--- config.mk ---
export PLATFORM = sky130hd
export DESIGN_NAME = trainer_telemetry_decoder_flat
export DESIGN_NICKNAME = d
export VERILOG_FILES = /design/src/hdl/ttd_pkg.sv /design/src/hdl/ttd_if.sv /design/src/hdl/ttd_power_avg.sv /design/src/hdl/trainer_telemetry_decoder.sv /design/src/flat_wrapper.sv
export SDC_FILE = /design/constraint.sdc
export NUM_CORES = 2
export LEC_CHECK = 0
export CAP_MARGIN = 15
export CORE_MARGIN = 2
export CORE_UTILIZATION = 60
export DETAILED_ROUTE_END_ITERATION = 16
export DONT_BUFFER_PORTS = 1
export PLACE_DENSITY = 0.88
export REMOVE_ABC_BUFFERS = 1
export SLEW_MARGIN = 25
export SYNTH_ARGS = -nofsm -noshare
export SYNTH_HDL_FRONTEND = slang
export SYNTH_SLANG_ARGS = --single-unit
--- constraint.sdc ---
create_clock -name clk -period 24.1 [get_ports clk]
set_input_delay 4.82 -clock clk [delete_from_list [all_inputs] [get_ports clk]]
set_output_delay 4.82 -clock clk [all_outputs]
set_load 0.01 [all_outputs]
--- src/hdl/ttd_pkg.sv ---
`timescale 1ns / 1ps
// ----------------------------------------------------------------------------
// ttd_pkg
// shared constants, types and divide-by-constant factors of the decoder
// ----------------------------------------------------------------------------
package ttd_pkg;

	localparam int HISTORY_DEPTH    = 10;
	localparam int MESSAGE_BYTES    = 64;
	localparam int POS_W            = $clog2(MESSAGE_BYTES + 1);
	localparam int HIST_IDX_W       = $clog2(HISTORY_DEPTH);

	localparam int CONTROLLER_BYTES = 24;
	localparam int BRAKE_BYTES      = 48;

	// byte offsets inside a message
	localparam logic [POS_W-1:0] POS_HR      = POS_W'(12);
	localparam logic [POS_W-1:0] POS_BTN     = POS_W'(13);
	localparam logic [POS_W-1:0] POS_STEER_L = POS_W'(18);
	localparam logic [POS_W-1:0] POS_STEER_H = POS_W'(19);
	localparam logic [POS_W-1:0] POS_SPD_L   = POS_W'(32);
	localparam logic [POS_W-1:0] POS_SPD_H   = POS_W'(33);
	localparam logic [POS_W-1:0] POS_PWR_L   = POS_W'(38);
	localparam logic [POS_W-1:0] POS_PWR_H   = POS_W'(39);
	localparam logic [POS_W-1:0] POS_CAD     = POS_W'(44);
	localparam logic [POS_W-1:0] POS_PEDAL   = POS_W'(46);

	// power: positive raw / 13 as multiply by reciprocal
	localparam int POWER_DIVISOR = 13;
	localparam int PW_W          = 12;
	localparam int PW_MAX        = 32767 / POWER_DIVISOR;
	localparam int PW_SHIFT      = 19;
	localparam int PW_MUL_W      = 16;
	localparam logic [PW_MUL_W-1:0] PW_MUL =
		PW_MUL_W'(((2 ** PW_SHIFT) + POWER_DIVISOR - 1) / POWER_DIVISOR);

	// running total and its average
	localparam int TOTAL_W   = $clog2(HISTORY_DEPTH * PW_MAX + 1);
	localparam int AVG_SHIFT = TOTAL_W + $clog2(HISTORY_DEPTH);
	localparam int AVG_MUL_W = TOTAL_W + 1;
	localparam logic [AVG_MUL_W-1:0] AVG_MUL =
		AVG_MUL_W'(((2 ** AVG_SHIFT) + HISTORY_DEPTH - 1) / HISTORY_DEPTH);

	// speed: raw * 13 * 256 / 3600
	localparam int SPD_SHIFT = 24;
	localparam int SPD_MUL_W = 24;
	localparam logic [SPD_MUL_W-1:0] SPD_MUL =
		SPD_MUL_W'(((64'd1 << SPD_SHIFT) * 64'd3328 + 64'd3599) / 64'd3600);

	// power scale register
	localparam int SCALE_W = 9;
	localparam logic [SCALE_W-1:0] SCALE_MIN   = 9'd205;
	localparam logic [SCALE_W-1:0] SCALE_MAX   = 9'd307;
	localparam logic [SCALE_W-1:0] SCALE_RESET = 9'd256;
	localparam int Q8_SHIFT = 8;

	// register port
	localparam int PADDR_W   = 3;
	localparam int PDATA_W   = 32;
	localparam int REG_IDX_W = PADDR_W - 2;
	localparam logic [REG_IDX_W-1:0] REG_POWER_SCALE = '0;

	typedef struct packed {
		logic adv;   // pipeline moves this cycle
		logic upd;   // brake item at stage 2 updates the history
	} avg_ctl_t;

endpackage

--- src/hdl/ttd_if.sv ---
`timescale 1ns / 1ps
// ----------------------------------------------------------------------------
// ttd_rx_if / ttd_res_if
// byte channel and result channel of the decoder
// ----------------------------------------------------------------------------
interface ttd_rx_if;
	logic       valid;
	logic       ready;
	logic [7:0] rx_byte;
	logic       last_byte;

	modport source (output valid, rx_byte, last_byte, input ready);
	modport sink   (input valid, rx_byte, last_byte, output ready);
endinterface

interface ttd_res_if;
	import ttd_pkg::*;
	logic            valid;
	logic            ready;
	logic            controller_valid;
	logic            brake_valid;
	logic [7:0]      button_bits;
	logic [15:0]     steering_angle;
	logic [7:0]      heart_rate_bpm;
	logic [7:0]      cadence_rpm;
	logic [7:0]      pedal_active;
	logic [15:0]     speed_kph_q8;
	logic [PW_W-1:0] power_watts;

	modport source (output valid, controller_valid, brake_valid, button_bits,
		steering_angle, heart_rate_bpm, cadence_rpm, pedal_active, speed_kph_q8,
		power_watts, input ready);
	modport sink (input valid, controller_valid, brake_valid, button_bits,
		steering_angle, heart_rate_bpm, cadence_rpm, pedal_active, speed_kph_q8,
		power_watts, output ready);
endinterface

--- src/hdl/ttd_power_avg.sv ---
`timescale 1ns / 1ps
// ----------------------------------------------------------------------------
// ttd_power_avg
// power history ring in a synchronous memory with a running total
// ----------------------------------------------------------------------------
module ttd_power_avg (
	input  logic                       clk,
	input  logic                       arst_n,
	input  ttd_pkg::avg_ctl_t          ctl,
	input  logic [ttd_pkg::PW_W-1:0]   pw,
	output logic [ttd_pkg::TOTAL_W-1:0] total_s3
);
	import ttd_pkg::*;

	logic [PW_W-1:0]          mem [HISTORY_DEPTH];
	logic [PW_W-1:0]          rd_q;
	logic [HISTORY_DEPTH-1:0] vld_q;
	logic [HIST_IDX_W-1:0]    idx_q;
	logic [TOTAL_W-1:0]       tot_q;
	logic [PW_W-1:0]          old_pw;
	logic [TOTAL_W-1:0]       tot_nxt;
	logic                     wr;

	assign wr = ctl.adv && ctl.upd;

	// read ahead at the current slot; brake items are a message apart so the
	// read data has settled long before the next update
	always_ff @(posedge clk) begin
		rd_q <= mem[idx_q];
		if (wr) begin
			mem[idx_q] <= pw;
		end
	end

	assign old_pw  = vld_q[idx_q] ? rd_q : '0;
	assign tot_nxt = tot_q + TOTAL_W'(pw) - TOTAL_W'(old_pw);

	always_ff @(posedge clk or negedge arst_n) begin
		if (!arst_n) begin
			vld_q <= '0;
			idx_q <= '0;
			tot_q <= '0;
		end else if (wr) begin
			vld_q[idx_q] <= 1'b1;
			tot_q        <= tot_nxt;
			if (idx_q == HIST_IDX_W'(HISTORY_DEPTH - 1)) begin
				idx_q <= '0;
			end else begin
				idx_q <= idx_q + 1'b1;
			end
		end
	end

	always_ff @(posedge clk) begin
		if (ctl.adv) begin
			total_s3 <= ctl.upd ? tot_nxt : '0;
		end
	end

endmodule

--- src/hdl/trainer_telemetry_decoder.sv ---
`timescale 1ns / 1ps
// ----------------------------------------------------------------------------
// trainer_telemetry_decoder
// decodes trainer telemetry messages into controller and brake readings
// ----------------------------------------------------------------------------
// rx_chan takes one message byte per transfer, last_byte marks the end of a
// message; bytes past the message limit are dropped until the marked byte.
// res_chan gives one result per message, after stages 1 to 4 and the output
// register. one byte is taken every cycle unless a result waits untaken, also
// back to back with marked bytes; the only loop is the history update, which
// sits in one stage because the history memory is read ahead at the ring slot.
// brake power goes through a ring of the last ten brake messages in a
// one-port-write, registered-read memory; per-entry valid bits clear it at
// reset, so no clearing pass is needed.
// when the result receiver stalls, the whole pipeline holds and rx ready
// drops only while a result waits and is not taken.
// reset clears the byte counter, pipeline valids, the ring and the scale
// (256, unity). the scale is written over the apb port, clamped to 205..307.
// ----------------------------------------------------------------------------
module trainer_telemetry_decoder (
	input  logic                           clk,
	input  logic                           arst_n,
	ttd_rx_if.sink                         rx_chan,
	ttd_res_if.source                      res_chan,
	input  logic                           psel,
	input  logic                           penable,
	input  logic                           pwrite,
	input  logic [ttd_pkg::PADDR_W-1:0]    paddr,
	input  logic [ttd_pkg::PDATA_W-1:0]    pwdata,
	output logic [ttd_pkg::PDATA_W-1:0]    prdata,
	output logic                           pready
);
	import ttd_pkg::*;

	// ---------------- register port ----------------
	logic [SCALE_W-1:0]   scale_q;
	logic [SCALE_W-1:0]   scale_in;
	logic [REG_IDX_W-1:0] reg_idx;
	logic                 reg_wr;

	assign pready  = 1'b1;
	assign reg_idx = paddr[PADDR_W-1:2];
	assign reg_wr  = psel && penable && pwrite;
	assign scale_in = pwdata[SCALE_W-1:0];

	always_comb begin
		unique case (reg_idx)
			REG_POWER_SCALE: prdata = PDATA_W'(scale_q);
			default:         prdata = '0;
		endcase
	end

	always_ff @(posedge clk or negedge arst_n) begin
		if (!arst_n) begin
			scale_q <= SCALE_RESET;
		end else if (reg_wr && reg_idx == REG_POWER_SCALE) begin
			// clamp to 0.8 .. 1.2
			if (scale_in < SCALE_MIN) begin
				scale_q <= SCALE_MIN;
			end else if (scale_in > SCALE_MAX) begin
				scale_q <= SCALE_MAX;
			end else begin
				scale_q <= scale_in;
			end
		end
	end

	// ---------------- flow control ----------------
	logic adv;      // every stage moves
	logic acc;      // byte transfer
	logic res_vld_q;

	assign adv           = !res_vld_q || res_chan.ready;
	assign rx_chan.ready = adv;
	assign acc           = rx_chan.valid && adv;

	// ---------------- byte capture ----------------
	logic [POS_W-1:0] pos_q;
	logic [POS_W-1:0] pos_inc;
	logic [7:0]       cap_hr_q, cap_btn_q, cap_cad_q, cap_ped_q;
	logic [15:0]      cap_st_q, cap_spd_q, cap_pwr_q;
	logic             len_ctrl, len_brake;

	// length so far including this byte, saturated at the message limit
	assign pos_inc   = (pos_q < POS_W'(MESSAGE_BYTES)) ? pos_q + 1'b1 : pos_q;
	assign len_ctrl  = pos_inc >= POS_W'(CONTROLLER_BYTES);
	assign len_brake = pos_inc >= POS_W'(BRAKE_BYTES);

	always_ff @(posedge clk or negedge arst_n) begin
		if (!arst_n) begin
			pos_q <= '0;
		end else if (acc) begin
			pos_q <= rx_chan.last_byte ? '0 : pos_inc;
		end
	end

	// no captured byte sits at or past the length thresholds, so the marked
	// byte itself never feeds a field that is reported
	always_ff @(posedge clk) begin
		if (acc && pos_q < POS_W'(MESSAGE_BYTES)) begin
			case (pos_q)
				POS_HR:      cap_hr_q        <= rx_chan.rx_byte;
				POS_BTN:     cap_btn_q       <= rx_chan.rx_byte;
				POS_STEER_L: cap_st_q[7:0]   <= rx_chan.rx_byte;
				POS_STEER_H: cap_st_q[15:8]  <= rx_chan.rx_byte;
				POS_SPD_L:   cap_spd_q[7:0]  <= rx_chan.rx_byte;
				POS_SPD_H:   cap_spd_q[15:8] <= rx_chan.rx_byte;
				POS_PWR_L:   cap_pwr_q[7:0]  <= rx_chan.rx_byte;
				POS_PWR_H:   cap_pwr_q[15:8] <= rx_chan.rx_byte;
				POS_CAD:     cap_cad_q       <= rx_chan.rx_byte;
				POS_PEDAL:   cap_ped_q       <= rx_chan.rx_byte;
				default:     ;
			endcase
		end
	end

	// ---------------- stage 1: message snapshot ----------------
	logic        v_s1, ctrl_s1, brake_s1;
	logic [7:0]  btn_s1, hr_s1, cad_s1, ped_s1;
	logic [15:0] st_s1, spd_raw_s1, pwr_raw_s1;

	always_ff @(posedge clk or negedge arst_n) begin
		if (!arst_n) begin
			v_s1 <= 1'b0;
		end else if (adv) begin
			v_s1 <= acc && rx_chan.last_byte;
		end
	end

	// fields of a short message read as zero
	always_ff @(posedge clk) begin
		if (adv) begin
			ctrl_s1    <= len_ctrl;
			brake_s1   <= len_brake;
			btn_s1     <= len_ctrl  ? cap_btn_q : '0;
			st_s1      <= len_ctrl  ? cap_st_q  : '0;
			hr_s1      <= len_brake ? cap_hr_q  : '0;
			cad_s1     <= len_brake ? cap_cad_q : '0;
			ped_s1     <= len_brake ? cap_ped_q : '0;
			spd_raw_s1 <= len_brake ? cap_spd_q : '0;
			pwr_raw_s1 <= len_brake ? cap_pwr_q : '0;
		end
	end

	// ---------------- stage 2: power per message and speed ----------------
	logic [PW_MUL_W+14:0]        pw_prod;
	logic [PW_W-1:0]             pw_w;
	logic [SPD_MUL_W+15:0]       spd_prod;
	logic                        v_s2, ctrl_s2, brake_s2;
	logic [7:0]                  btn_s2, hr_s2, cad_s2, ped_s2;
	logic [15:0]                 st_s2, spd_s2;
	logic [PW_W-1:0]             pw_s2;

	// negative raw power clamps to zero
	assign pw_prod  = pwr_raw_s1[14:0] * PW_MUL;
	assign pw_w     = pwr_raw_s1[15] ? '0 : pw_prod[PW_SHIFT +: PW_W];
	assign spd_prod = spd_raw_s1 * SPD_MUL;

	always_ff @(posedge clk or negedge arst_n) begin
		if (!arst_n) begin
			v_s2 <= 1'b0;
		end else if (adv) begin
			v_s2 <= v_s1;
		end
	end

	always_ff @(posedge clk) begin
		if (adv) begin
			ctrl_s2  <= ctrl_s1;
			brake_s2 <= brake_s1;
			btn_s2   <= btn_s1;
			st_s2    <= st_s1;
			hr_s2    <= hr_s1;
			cad_s2   <= cad_s1;
			ped_s2   <= ped_s1;
			pw_s2    <= pw_w;
			spd_s2   <= spd_prod[SPD_SHIFT +: 16];
		end
	end

	// ---------------- stage 3: history ring and running total ----------------
	avg_ctl_t           avg_ctl;
	logic [TOTAL_W-1:0] total_s3;
	logic               v_s3, ctrl_s3, brake_s3;
	logic [7:0]         btn_s3, hr_s3, cad_s3, ped_s3;
	logic [15:0]        st_s3, spd_s3;

	assign avg_ctl.adv = adv;
	assign avg_ctl.upd = v_s2 && brake_s2;

	ttd_power_avg u_power_avg (
		.clk      (clk),
		.arst_n   (arst_n),
		.ctl      (avg_ctl),
		.pw       (pw_s2),
		.total_s3 (total_s3)
	);

	always_ff @(posedge clk or negedge arst_n) begin
		if (!arst_n) begin
			v_s3 <= 1'b0;
		end else if (adv) begin
			v_s3 <= v_s2;
		end
	end

	always_ff @(posedge clk) begin
		if (adv) begin
			ctrl_s3  <= ctrl_s2;
			brake_s3 <= brake_s2;
			btn_s3   <= btn_s2;
			st_s3    <= st_s2;
			hr_s3    <= hr_s2;
			cad_s3   <= cad_s2;
			ped_s3   <= ped_s2;
			spd_s3   <= spd_s2;
		end
	end

	// ---------------- stage 4: average over the ring ----------------
	logic [TOTAL_W+AVG_MUL_W-1:0] avg_prod;
	logic                         v_s4, ctrl_s4, brake_s4;
	logic [7:0]                   btn_s4, hr_s4, cad_s4, ped_s4;
	logic [15:0]                  st_s4, spd_s4;
	logic [PW_W-1:0]              avg_s4;

	assign avg_prod = total_s3 * AVG_MUL;

	always_ff @(posedge clk or negedge arst_n) begin
		if (!arst_n) begin
			v_s4 <= 1'b0;
		end else if (adv) begin
			v_s4 <= v_s3;
		end
	end

	always_ff @(posedge clk) begin
		if (adv) begin
			ctrl_s4  <= ctrl_s3;
			brake_s4 <= brake_s3;
			btn_s4   <= btn_s3;
			st_s4    <= st_s3;
			hr_s4    <= hr_s3;
			cad_s4   <= cad_s3;
			ped_s4   <= ped_s3;
			spd_s4   <= spd_s3;
			avg_s4   <= avg_prod[AVG_SHIFT +: PW_W];
		end
	end

	// ---------------- output register: scaled power ----------------
	logic [PW_W+SCALE_W-1:0] pwr_prod;
	logic                    ctrl_q, brake_q;
	logic [7:0]              btn_q, hr_q, cad_q, ped_q;
	logic [15:0]             st_q, spd_q;
	logic [PW_W-1:0]         pwr_q;

	assign pwr_prod = avg_s4 * scale_q;

	always_ff @(posedge clk or negedge arst_n) begin
		if (!arst_n) begin
			res_vld_q <= 1'b0;
		end else if (adv) begin
			res_vld_q <= v_s4;
		end
	end

	always_ff @(posedge clk) begin
		if (adv) begin
			ctrl_q  <= ctrl_s4;
			brake_q <= brake_s4;
			btn_q   <= btn_s4;
			st_q    <= st_s4;
			hr_q    <= hr_s4;
			cad_q   <= cad_s4;
			ped_q   <= ped_s4;
			spd_q   <= spd_s4;
			pwr_q   <= pwr_prod[Q8_SHIFT +: PW_W];
		end
	end

	assign res_chan.valid            = res_vld_q;
	assign res_chan.controller_valid = ctrl_q;
	assign res_chan.brake_valid      = brake_q;
	assign res_chan.button_bits      = btn_q;
	assign res_chan.steering_angle   = st_q;
	assign res_chan.heart_rate_bpm   = hr_q;
	assign res_chan.cadence_rpm      = cad_q;
	assign res_chan.pedal_active     = ped_q;
	assign res_chan.speed_kph_q8     = spd_q;
	assign res_chan.power_watts      = pwr_q;

endmodule

--- src/flat_wrapper.sv ---
// flat-port wrapper written by rule: the top's interface ports become plain ports
module trainer_telemetry_decoder_flat import ttd_pkg::*;
  (clk, arst_n, psel, penable, pwrite, paddr, pwdata, prdata, pready, rx_chan_valid, rx_chan_rx_byte, rx_chan_last_byte, rx_chan_ready, res_chan_valid, res_chan_controller_valid, res_chan_brake_valid, res_chan_button_bits, res_chan_steering_angle, res_chan_heart_rate_bpm, res_chan_cadence_rpm, res_chan_pedal_active, res_chan_speed_kph_q8, res_chan_power_watts, res_chan_ready);
  ttd_rx_if rx_chan_i ();
  ttd_res_if res_chan_i ();
  input  logic clk;
  input  logic arst_n;
  input  logic psel;
  input  logic penable;
  input  logic pwrite;
  input  logic [ttd_pkg::PADDR_W-1:0] paddr;
  input  logic [ttd_pkg::PDATA_W-1:0] pwdata;
  output logic [ttd_pkg::PDATA_W-1:0] prdata;
  output logic pready;
  input wire logic [$bits(rx_chan_i.valid)-1:0] rx_chan_valid;
  input wire logic [$bits(rx_chan_i.rx_byte)-1:0] rx_chan_rx_byte;
  input wire logic [$bits(rx_chan_i.last_byte)-1:0] rx_chan_last_byte;
  output wire logic [$bits(rx_chan_i.ready)-1:0] rx_chan_ready;
  output wire logic [$bits(res_chan_i.valid)-1:0] res_chan_valid;
  output wire logic [$bits(res_chan_i.controller_valid)-1:0] res_chan_controller_valid;
  output wire logic [$bits(res_chan_i.brake_valid)-1:0] res_chan_brake_valid;
  output wire logic [$bits(res_chan_i.button_bits)-1:0] res_chan_button_bits;
  output wire logic [$bits(res_chan_i.steering_angle)-1:0] res_chan_steering_angle;
  output wire logic [$bits(res_chan_i.heart_rate_bpm)-1:0] res_chan_heart_rate_bpm;
  output wire logic [$bits(res_chan_i.cadence_rpm)-1:0] res_chan_cadence_rpm;
  output wire logic [$bits(res_chan_i.pedal_active)-1:0] res_chan_pedal_active;
  output wire logic [$bits(res_chan_i.speed_kph_q8)-1:0] res_chan_speed_kph_q8;
  output wire logic [$bits(res_chan_i.power_watts)-1:0] res_chan_power_watts;
  input wire logic [$bits(res_chan_i.ready)-1:0] res_chan_ready;
  assign rx_chan_i.valid = rx_chan_valid;
  assign rx_chan_i.rx_byte = rx_chan_rx_byte;
  assign rx_chan_i.last_byte = rx_chan_last_byte;
  assign rx_chan_ready = rx_chan_i.ready;
  assign res_chan_valid = res_chan_i.valid;
  assign res_chan_controller_valid = res_chan_i.controller_valid;
  assign res_chan_brake_valid = res_chan_i.brake_valid;
  assign res_chan_button_bits = res_chan_i.button_bits;
  assign res_chan_steering_angle = res_chan_i.steering_angle;
  assign res_chan_heart_rate_bpm = res_chan_i.heart_rate_bpm;
  assign res_chan_cadence_rpm = res_chan_i.cadence_rpm;
  assign res_chan_pedal_active = res_chan_i.pedal_active;
  assign res_chan_speed_kph_q8 = res_chan_i.speed_kph_q8;
  assign res_chan_power_watts = res_chan_i.power_watts;
  assign res_chan_i.ready = res_chan_ready;
  trainer_telemetry_decoder u_core (.clk(clk), .arst_n(arst_n), .rx_chan(rx_chan_i), .res_chan(res_chan_i), .psel(psel), .penable(penable), .pwrite(pwrite), .paddr(paddr), .pwdata(pwdata), .prdata(prdata), .pready(pready));
endmodule
==> results.py <==
metrics = {
    "run_status": {
        "status": "complete, no violations",
    },
    "placed_design": {
        "gp_congestion": 0.9169,
        "dp.final_hpwl_um": 55270,
        "preCtsSetupSlack_ns": 13.94,
        "port_buffers": 0,
    },
    "worst_setup_path": {
        "r2r_slack_ns": 17.62,
        "setup.worst_path.class": "in2out",
        "cp-start-kind": "input port",
        "critical_path_buf_inv_count": 2,
        "endpoint_kind": "primary output",
        "worstPathRequired_ns": 19.28,
        "cp_cell_sequence": "nor2b_1 -> buf_4 -> inv_8",
        "cpLargestDelayFamily": "buffers and inverters",
        "max_stage_delay_ns": 0.24,
        "crit_slowest_cell": "buf_4",
        "path_max_fanout": 35,
        "arrival_ns": 5.37,
    },
    "yosys": {
        "syn_area_um2": 39220,
        "ys_ff_latch": 659,
        "netlist_instances": 2874,
        "ys_seq_area_frac": 0.4951,
        "async_flop_share": 0.07587,
        "synth.avg_cell_area_um2": 13.65,
        "synth_warnings": 0,
        "synth.distinct_cells": 70,
        "synth_edf_count": 597,
        "synthFlopType": "edfxtp_1",
    },
    "detailed_routing": {
        "wl_per_cell_um": 20.61,
        "drt-total-wl_um": 78690,
        "firstDrtPassIters": 7,
        "vias": 21760,
        "drt-initial-drc-count": 1705,
        "drc": 0,
        "via_per_inst": 5.698,
        "ant_nets": 0,
    },
    "flow_run": {
        "maxCapViolations": 0,
    },
    "timing": {
        "fin_crit_sh": 0.4226,
        "worstMarginPinSlew_ns": 1.026,
        "timing.fmax_mhz": 98.18,
        "setup_violations": 0,
        "finalWorstSetupSlack_ns": 13.91,
        "skew_ns": 0.03991,
        "tns_ns": 0,
        "final_max_slew_viol_count": 0,
        "fin_crit_ns": 10.19,
        "maxSlewHeadroom": 0.3162,
        "rsz0062_at_grt": "false",
        "hold_violations": 0,
    },
    "global_routing": {
        "grt_pass1_wl_um": 125900,
        "first_global_vias": 23750,
        "antenna_found_initial": 0,
        "grt_max_degree": 97,
        "track_usage": 0.2420,
        "overflow": 0,
    },
    "cts": {
        "clockBufferDepth": 3,
        "cts_tree": "done",
        "holdBufCountCts": 0,
        "root_buffer": "clkbuf_16",
        "clk_pin_slew_ns": 0.06,
        "cts_setup_buffers": 0,
        "cts_made_buffers": 68,
        "insertion_delay_ns": 0.64,
        "htree_levels": 3,
        "clock_sinks": 659,
        "postCtsResizedCells": 0,
    },
    "die": {
        "rows": 93,
        "core_um2": 64580,
        "die_area_um2": 67430,
        "ios": 164,
        "die_w_um": 259.7,
        "die_h_um": 259.7,
        "initial_core_util": 0.6073,
    },
    "worst_hold_path": {
        "hold_path_class": "reg2reg",
    },
    "cells_and_area": {
        "syn2layout_area_growth_pct": 8.508,
        "final_cell_mix": "edfxtp_1, inv_1, ha_1",
        "largest_reg_flops": 120,
        "regMostFlops": "u_core.u_power_avg.mem",
        "nets": 3724,
        "layout-drive-gt1-share": 0.06212,
        "layout_commonest_cell": "edfxtp_1",
    },
}
-- through the flow --
| step | cell area, µm² | hold slack (ns) | util | instances |
|---|---|---|---|---|
| after floorplan | 38920 | 0.4003 | - | 2819 |
| after global placement | 40160 | 0.4012 | 0.6218 | 3692 |
| after detailed placement | 40190 | 0.4045 | 0.6223 | 3693 |
| after CTS | 42540 | 0.4102 | 0.6588 | 3817 |
| after global routing | 42560 | 0.4107 | 0.6590 | 3817 |
| final | 42560 | 0.4110 | 0.6590 | 3818 |
-- final timing paths --
check,startpoint,to,cells past startpoint
worst max-delay path,res_chan_ready,rx_chan_ready,3
worst min-delay path,u_core.spd_s4[2],u_core.res_chan.speed_kph_q8[2],0
worst max register to register,u_core.pwr_raw_s1[5],u_core.pw_s2[11],20
worst min register to register,u_core.spd_s4[2],u_core.res_chan.speed_kph_q8[2],0
max in group asynchronous,arst_n,u_core.scale_q[8],0
min in group asynchronous,arst_n,u_core.pos_q[0],0
-- cell type report --
| class | count | area, µm² |
|---|---|---|
| Inverter | 522 | 1967 |
| Clock inverter | 38 | 545.5 |
| Sequential cell | 659 | 19420 |
| Multi-Input combinational cell | 1638 | 17590 |
| Antenna cell | 1 | 2.502 |
| Tap cell | 855 | 1070 |
| Clock buffer | 86 | 1809 |
| Timing Repair Buffer | 19 | 157.7 |
| Fill cell | 4307 | 22020 |
-- per-layer routing --
layer | vias up | wire, µm | global-route usage
li1 | 9750 | - | -
met1 | 11040 | 29470 | 0.2898
met2 | 743 | 42540 | 0.4447
met3 | 219 | 4127 | 0.03713
met4 | 0 | 2547 | 0.08285
met5 | - | 0 | 0
-- cells in the mapped netlist (4+ instances only) --
library cell	instances	area share
or2_2	14	0.0022
o31ai_1	7	0.0013
and2b_1	6	0.0011
dfrtp_1	49	0.031
xor2_1	30	0.0067
o21bai_1	4	0.00077
dfxtp_1	12	0.0061
and3_1	9	0.0014
mux2i_1	14	0.0036
nor2b_1	81	0.013
inv_1	522	0.050
clkbuf_1	43	0.0041
nor2_1	77	0.0074
and4_1	7	0.0016
edfxtp_1	597	0.46
o211ai_1	5	0.00096
o21a_1	11	0.0021
a31oi_1	9	0.0014
nand2_1	139	0.013
buf_4	24	0.0046
fa_1	315	0.16
nor3_1	17	0.0022
a21o_1	24	0.0046
buf_2	6	0.00077
nand4_1	7	0.0011
a211oi_1	16	0.0031
a22o_1	6	0.0013
o21ai_1	10	0.0013
nand2b_1	17	0.0027
xnor2_1	45	0.010
ha_1	450	0.14
a21oi_1	69	0.0088
o21ai_0	44	0.0056
and2_1	81	0.013
nand3_1	22	0.0028
mux4_2	26	0.015
-- worst register-to-register path, stage by stage (launching register included) --
cell,delay (ns)
edfxtp_1,0.74
fa_1,0.53
ha_1,0.30
inv_1,0.07
fa_1,0.55
inv_1,0.08
fa_1,0.58
inv_1,0.07
fa_1,0.51
fa_1,0.56
inv_1,0.04
ha_1,0.32
a21oi_1,0.17
o21ai_1,0.12
a221oi_2,0.33
o21a_2,0.20
a211oi_1,0.08
a2111o_1,0.48
o31ai_2,0.24
xor2_1,0.17
nor2_1,0.05
-- cell families after synthesis --
| logic type | count (synthesis) | share of synthesized area |
|---|---|---|
| multiplexers | 42 | 0.01908 |
| adder cells (fa/ha/maj) | 765 | 0.3043 |
| XOR/XNOR | 75 | 0.01675 |
| other | 2 | 0.0001915 |
| flip-flops | 659 | 0.4951 |
| AND/OR/NAND/NOR | 492 | 0.06460 |
| AO/OA/AOI/OAI | 240 | 0.04010 |
| buffers and inverters | 599 | 0.05984 |
Power is left out: the tool's default activity adds up to more than one toggle a clock period on the data nets, which glitch-free logic cannot reach.
